==> config.mk <==
export PLATFORM = sky130hd
export DESIGN_NAME = npws_ctrl
export DESIGN_NICKNAME = d
export VERILOG_FILES = /design/src/npws_pkg.sv /design/src/npws_ctrl.sv
export SDC_FILE = /design/constraint.sdc
export NUM_CORES = 1
export LEC_CHECK = 0
export ABC_AREA = 1
export BUFFER_PORTS_ARGS = -buffer_cell sky130_fd_sc_hd__buf_2
export CORE_AREA = 2 2 41 80
export CTS_CLUSTER_SIZE = 12
export DETAILED_ROUTE_END_ITERATION = 8
export DIE_AREA = 0 0 43 82
export PLACE_DENSITY = 0.59
export SLEW_MARGIN = 20
export SYNTH_ARGS = -nofsm -noshare
export SYNTH_HDL_FRONTEND = slang
export SYNTH_SLANG_ARGS = --single-unit
export TNS_END_PERCENT = 100
==> constraint.sdc <==
create_clock -name clk -period 1.5 [get_ports clk]
set_input_delay 0.3 -clock clk [delete_from_list [all_inputs] [get_ports clk]]
set_output_delay 0.3 -clock clk [all_outputs]
set_load 0.02 [all_outputs]
==> src/npws_pkg.sv <==
`default_nettype none
// ----------------------------------------------------------------------------
// npws_pkg: shared types for the nearest point on wall segments block
// Holds the input and result item structs, the wall entry type and widths.
// ----------------------------------------------------------------------------
package npws_pkg;

	localparam int unsigned DefMaxWalls = 64;
	localparam int unsigned CoordW      = 16;
	localparam int unsigned DistW       = 33;
	localparam int unsigned NumWallsW   = 7;

	localparam logic FUNC_WRITE = 1'b0;
	localparam logic FUNC_QUERY = 1'b1;

	typedef struct packed {
		logic              func;
		logic [5:0]        wall_index;
		logic signed [15:0] wall_x1;
		logic signed [15:0] wall_y1;
		logic signed [15:0] wall_x2;
		logic signed [15:0] wall_y2;
		logic signed [15:0] query_x;
		logic signed [15:0] query_y;
	} in_item_t;

	typedef struct packed {
		logic signed [15:0] closest_x;
		logic signed [15:0] closest_y;
		logic [32:0]        dist_sq;
		logic [5:0]         nearest_wall;
		logic               found;
	} out_item_t;

	typedef struct packed {
		logic signed [15:0] x1;
		logic signed [15:0] y1;
		logic signed [15:0] x2;
		logic signed [15:0] y2;
	} wall_t;

	// Controller to datapath commands.
	typedef struct packed {
		logic load_query;   // latch query point, clear best
		logic read_data;    // read data valid: capture wall
		logic step_diff;    // compute delta and offsets
		logic step_prod;    // products for len_sq and dot
		logic step_sum;     // sum products
		logic div_start;    // start divider
		logic step_tmul;    // t times delta
		logic step_point;   // form point and errors
		logic step_esq;     // squares of errors
		logic step_cmp;     // distance and compare
	} npws_cmd_t;

	typedef struct packed {
		logic div_done;
	} npws_sts_t;

endpackage

`default_nettype wire

==> src/npws_ctrl.sv <==
`default_nettype none
// ----------------------------------------------------------------------------
// npws_ctrl: sequencer for queries
// Walks the wall table one entry at a time and steps the datapath.
// ----------------------------------------------------------------------------
module npws_ctrl
	import npws_pkg::*;
#(
	parameter int unsigned MaxWalls = DefMaxWalls
) (
	input  wire logic                        clk,
	input  wire logic                        arst_n,
	input  wire logic                        go,
	input  wire logic [NumWallsW-1:0]        num_walls,
	input  wire npws_sts_t                   sts,
	output npws_cmd_t                        cmd,
	output logic [$clog2(MaxWalls+1)-1:0]    idx,
	output logic                             busy,
	output logic                             done
);

	localparam int unsigned IdxW = $clog2(MaxWalls + 1);

	localparam logic [3:0] S_IDLE  = 4'd0;
	localparam logic [3:0] S_READ  = 4'd1;
	localparam logic [3:0] S_CAP   = 4'd2;
	localparam logic [3:0] S_DIFF  = 4'd3;
	localparam logic [3:0] S_PROD  = 4'd4;
	localparam logic [3:0] S_SUM   = 4'd5;
	localparam logic [3:0] S_DIV   = 4'd6;
	localparam logic [3:0] S_TMUL  = 4'd7;
	localparam logic [3:0] S_POINT = 4'd8;
	localparam logic [3:0] S_ESQ   = 4'd9;
	localparam logic [3:0] S_CMP   = 4'd10;
	localparam logic [3:0] S_DONE  = 4'd11;

	logic [3:0]      state_q;
	logic [IdxW-1:0] idx_q;
	logic [IdxW-1:0] n_q;
	logic [IdxW-1:0] n_sat;
	logic            div_armed;

	assign n_sat = (32'(num_walls) > MaxWalls) ? IdxW'(MaxWalls) : IdxW'(num_walls);
	assign idx   = idx_q;
	assign busy  = (state_q != S_IDLE);

	always_ff @(posedge clk or negedge arst_n) begin
		if (!arst_n) begin
			state_q <= S_IDLE;
			idx_q   <= '0;
			n_q     <= '0;
			done    <= 1'b0;
		end else begin
			done <= 1'b0;
			unique case (state_q)
				S_IDLE: begin
					if (go) begin
						idx_q   <= '0;
						n_q     <= n_sat;
						state_q <= (n_sat == '0) ? S_DONE : S_READ;
					end
				end
				S_READ:  state_q <= S_CAP;
				S_CAP:   state_q <= S_DIFF;
				S_DIFF:  state_q <= S_PROD;
				S_PROD:  state_q <= S_SUM;
				S_SUM:   state_q <= S_DIV;
				S_DIV: begin
					if (sts.div_done) begin
						state_q <= S_TMUL;
					end
				end
				S_TMUL:  state_q <= S_POINT;
				S_POINT: state_q <= S_ESQ;
				S_ESQ:   state_q <= S_CMP;
				S_CMP: begin
					idx_q   <= idx_q + 1'b1;
					state_q <= (idx_q + 1'b1 == n_q) ? S_DONE : S_READ;
				end
				S_DONE: begin
					done    <= 1'b1;
					state_q <= S_IDLE;
				end
				default: state_q <= S_IDLE;
			endcase
		end
	end

	always_comb begin
		cmd            = '0;
		cmd.load_query = (state_q == S_IDLE) && go;
		cmd.read_data  = (state_q == S_CAP);
		cmd.step_diff  = (state_q == S_DIFF);
		cmd.step_prod  = (state_q == S_PROD);
		cmd.step_sum   = (state_q == S_SUM);
		cmd.step_tmul  = (state_q == S_TMUL);
		cmd.step_point = (state_q == S_POINT);
		cmd.step_esq   = (state_q == S_ESQ);
		cmd.step_cmp   = (state_q == S_CMP);
		// The divider is started in the cycle after the sum step, once the sums are registered.
		cmd.div_start  = (state_q == S_DIV) && div_armed;
	end

	always_ff @(posedge clk or negedge arst_n) begin
		if (!arst_n) begin
			div_armed <= 1'b0;
		end else begin
			div_armed <= (state_q == S_SUM);
		end
	end

endmodule

`default_nettype wire

==> metrics.txt <==
status=finished, violations left; failing checks=setup timing; GR Overflow Total=0; Fin. Hold Viols=0; Max-cap violations=0; yosys synthesis warning count=0; Arr. time, crit path=approximately 1.3 ns; nets=about 220; Worst R2R Start=idx[1]; Leak Pwr=roughly 0.0009 µW; vias in the first global route=1,257; footprint of the multi-input gates=~680 µm²; final antenna-violating net count=0; routability congestion estimate=0.791; drt wl/cell=14.5 µm; Clock Sinks=20; storage element area=508 µm²; die width=roughly 43 µm; Initial Utilization=38.2%; Finish-stage setup viols=10; htree depth=1; hold path start=num_walls[2]; setup TNS=-0.554 ns; crit path capture type=primary output; antenna violations before repair=0; CP Launch Point=state_q[2]; final setup skew=0.00156 ns; clock-pin slew on the worst setup and hold paths=about 0.070 ns; dpl hpwl=between 2 and 2.5 mm; drt total wl=around 3.4 mm; drt first-iter violations=19; VDD IR max=~1.3 mV; TritonCTS clock tree=yes; Via density=around 5.1; Worst-Margin Slew=0.455 ns; register area share after synthesis=roughly 45%; Power Total=approximately 3500 µW; chip height=about 80 µm; Period minus WS final=approximately 1.6 ns; core area=~3000 µm²; Reg2Reg Depth=11; share of cells above drive strength 1=between 40% and 50%; Max-slew headroom=approximately 70%; Post-Syn Area=approximately 1100 µm²; crit path to=cmd[2]; fin util=roughly 59%; fillers=approximately 300; n_diodes=0; fin. max-slew vios=0; synth-to-layout area growth=53.2%; Worst Hold Class=in -> reg; Final period util=106%; synthesized flop and latch total=20; Root Buffer=clkbuf_8; first-pass GRT wire length=5.45 mm; Reg2Reg Setup Slack=around 0.050 ns; DRC Markers=0; row count=28; Clock Tree Buf Depth=2; Crit Path Class=reg -> out; largest net degree at the start of global routing=21; DIE AREA=3530 µm²; CP max FO=3; Post-Synthesis Cells=~150; clk_lat worst skew=approximately 0.27 ns; Synth cell types=23; Num CTS Buffers=3; Crit Reg-Reg Endpoint=state_q[1]; synthesized area per cell=about 7.3 µm²; I/O pin count=30; Pwr Density=about 2000 nW/µm²; first-pass iteration count of the detailed router=4; syn_nets=approximately 170; Setup crit start kind=register; fmax=0.626 GHz; GRT Total Usage=21.2%; via count of the routed design=between 1,000 and 1,500; PortBufs=29; WP data required=1.20 ns; unrepaired setup endpoints after global routing=true; worst setup margin=-0.0974 ns
-- sequential cells by signal (all words and copies together) (netlist names) --
| register | count |
|---|---|
| div_armed | 1 |
| done | 1 |
| idx | 7 |
| n_q | 7 |
| state_q | 4 |
-- what timing repair did --
item,in CTS,in global routing
pin swaps,8,11
hold endpoints to repair,20,0
setup buffers,3,5
resized for setup,42,27
hold buffers,1,0
endpoints found under the setup margin,14,13
-- layer usage --
| layer | share of wire (%) | vias to the layer above | global-route usage, % |
|---|---|---|---|
| met5 | 0 | - | 0 |
| met4 | 7.5 | 0 | 15.8 |
| met2 | 58 | 47 | 41.1 |
| met1 | 32 | 548 | 19.9 |
| li1 | - | 587 | - |
| met3 | 3.1 | 17 | 1.32 |
-- worst min path at each step --
stage	endpoint	slack [ns]	cells after the start
after floorplan	div_armed	0.004	0
after global placement	n_q[1]	0.27	1
after detailed placement	n_q[0]	0.28	1
after CTS	n_q[3]	0.28	3
after global routing	n_q[4]	0.29	3
final	n_q[2]	0.29	3
-- final cells by class --
cell class,instances,area share (%)
clock buffers,4,3.20
inverters,29,6.47
multi-input cells,105,39.3
flip-flops and latches,20,29.5
well taps,30,2.18
repair buffers,45,19.3
-- placed cells by master, fill, tap and decap left out, types with 3 or more instances in the layout --
cell,count
buf_6,10
nor2_4,11
nand2_1,28
nand3_2,4
nor3_1,3
nand3_1,9
inv_1,22
buf_2,18
o22ai_1,6
nand2_2,11
buf_4,16
inv_2,6
dfrtp_2,6
clkbuf_8,4
nand2_4,3
nor2_1,9
o21ai_0,5
dfrtp_1,14
-- worst max-delay path: stages, from the launching register on --
cell and delay (ns):
dfrtp_1 0.43, inv_2 0.11, nand2_2 0.10, buf_6 0.15, nor2_4 0.11, buf_6 0.12
-- power breakdown --
part           total, µW  leakage (µW)  internal [µW]  switching, µW
Sequential          1040      0.000254            772            273
Clock                420     0.0000288            234            186
Combinational       2000      0.000595            812           1180
-- kinds of logic after synthesis --
| logic type | share of synthesized area [%] |
|---|---|
| adder cells (fa/ha/maj) | 1.11 |
| flip-flops | 44.5 |
| XOR/XNOR | 1.56 |
| AO/OA/AOI/OAI | 8.69 |
| buffers and inverters | 9.69 |
| AND/OR/NAND/NOR | 34.4 |
-- per-stage QoR --
step / setup slack (ns) / instances / area (µm²) / hold WS (ns)
after global placement: -0.0370 / 220 / 1360 / 0.273
after CTS: -0.0713 / 228 / 1590 / 0.279
final: -0.0974 / 233 / 1720 / 0.288
after detailed placement: -0.0866 / 220 / 1360 / 0.281
after global routing: -0.172 / 233 / 1720 / 0.286
after floorplan: 0.0318 / 154 / 1130 / 0.00441
-- synthesized netlist by cell type, drive strengths merged --
| library cell | instances | area (µm²) |
|---|---|---|
| a211oi | 1 | 7.51 |
| a21oi | 1 | 5.00 |
| dfrtp | 20 | 500 |
| ha | 1 | 12.5 |
| inv | 29 | 109 |
| nand2 | 42 | 178 |
| nand3 | 14 | 70.1 |
| nand4 | 2 | 12.5 |
| nor2 | 21 | 91.3 |
| nor3 | 3 | 15.0 |
| nor3b | 1 | 7.51 |
| o21ai | 8 | 40.0 |
| o21bai | 1 | 7.51 |
| o22ai | 6 | 37.5 |
| or2 | 1 | 6.26 |
| or3 | 1 | 6.26 |
| xor2 | 2 | 17.5 |
No activity file was read; power rests on OpenSTA's default activity.
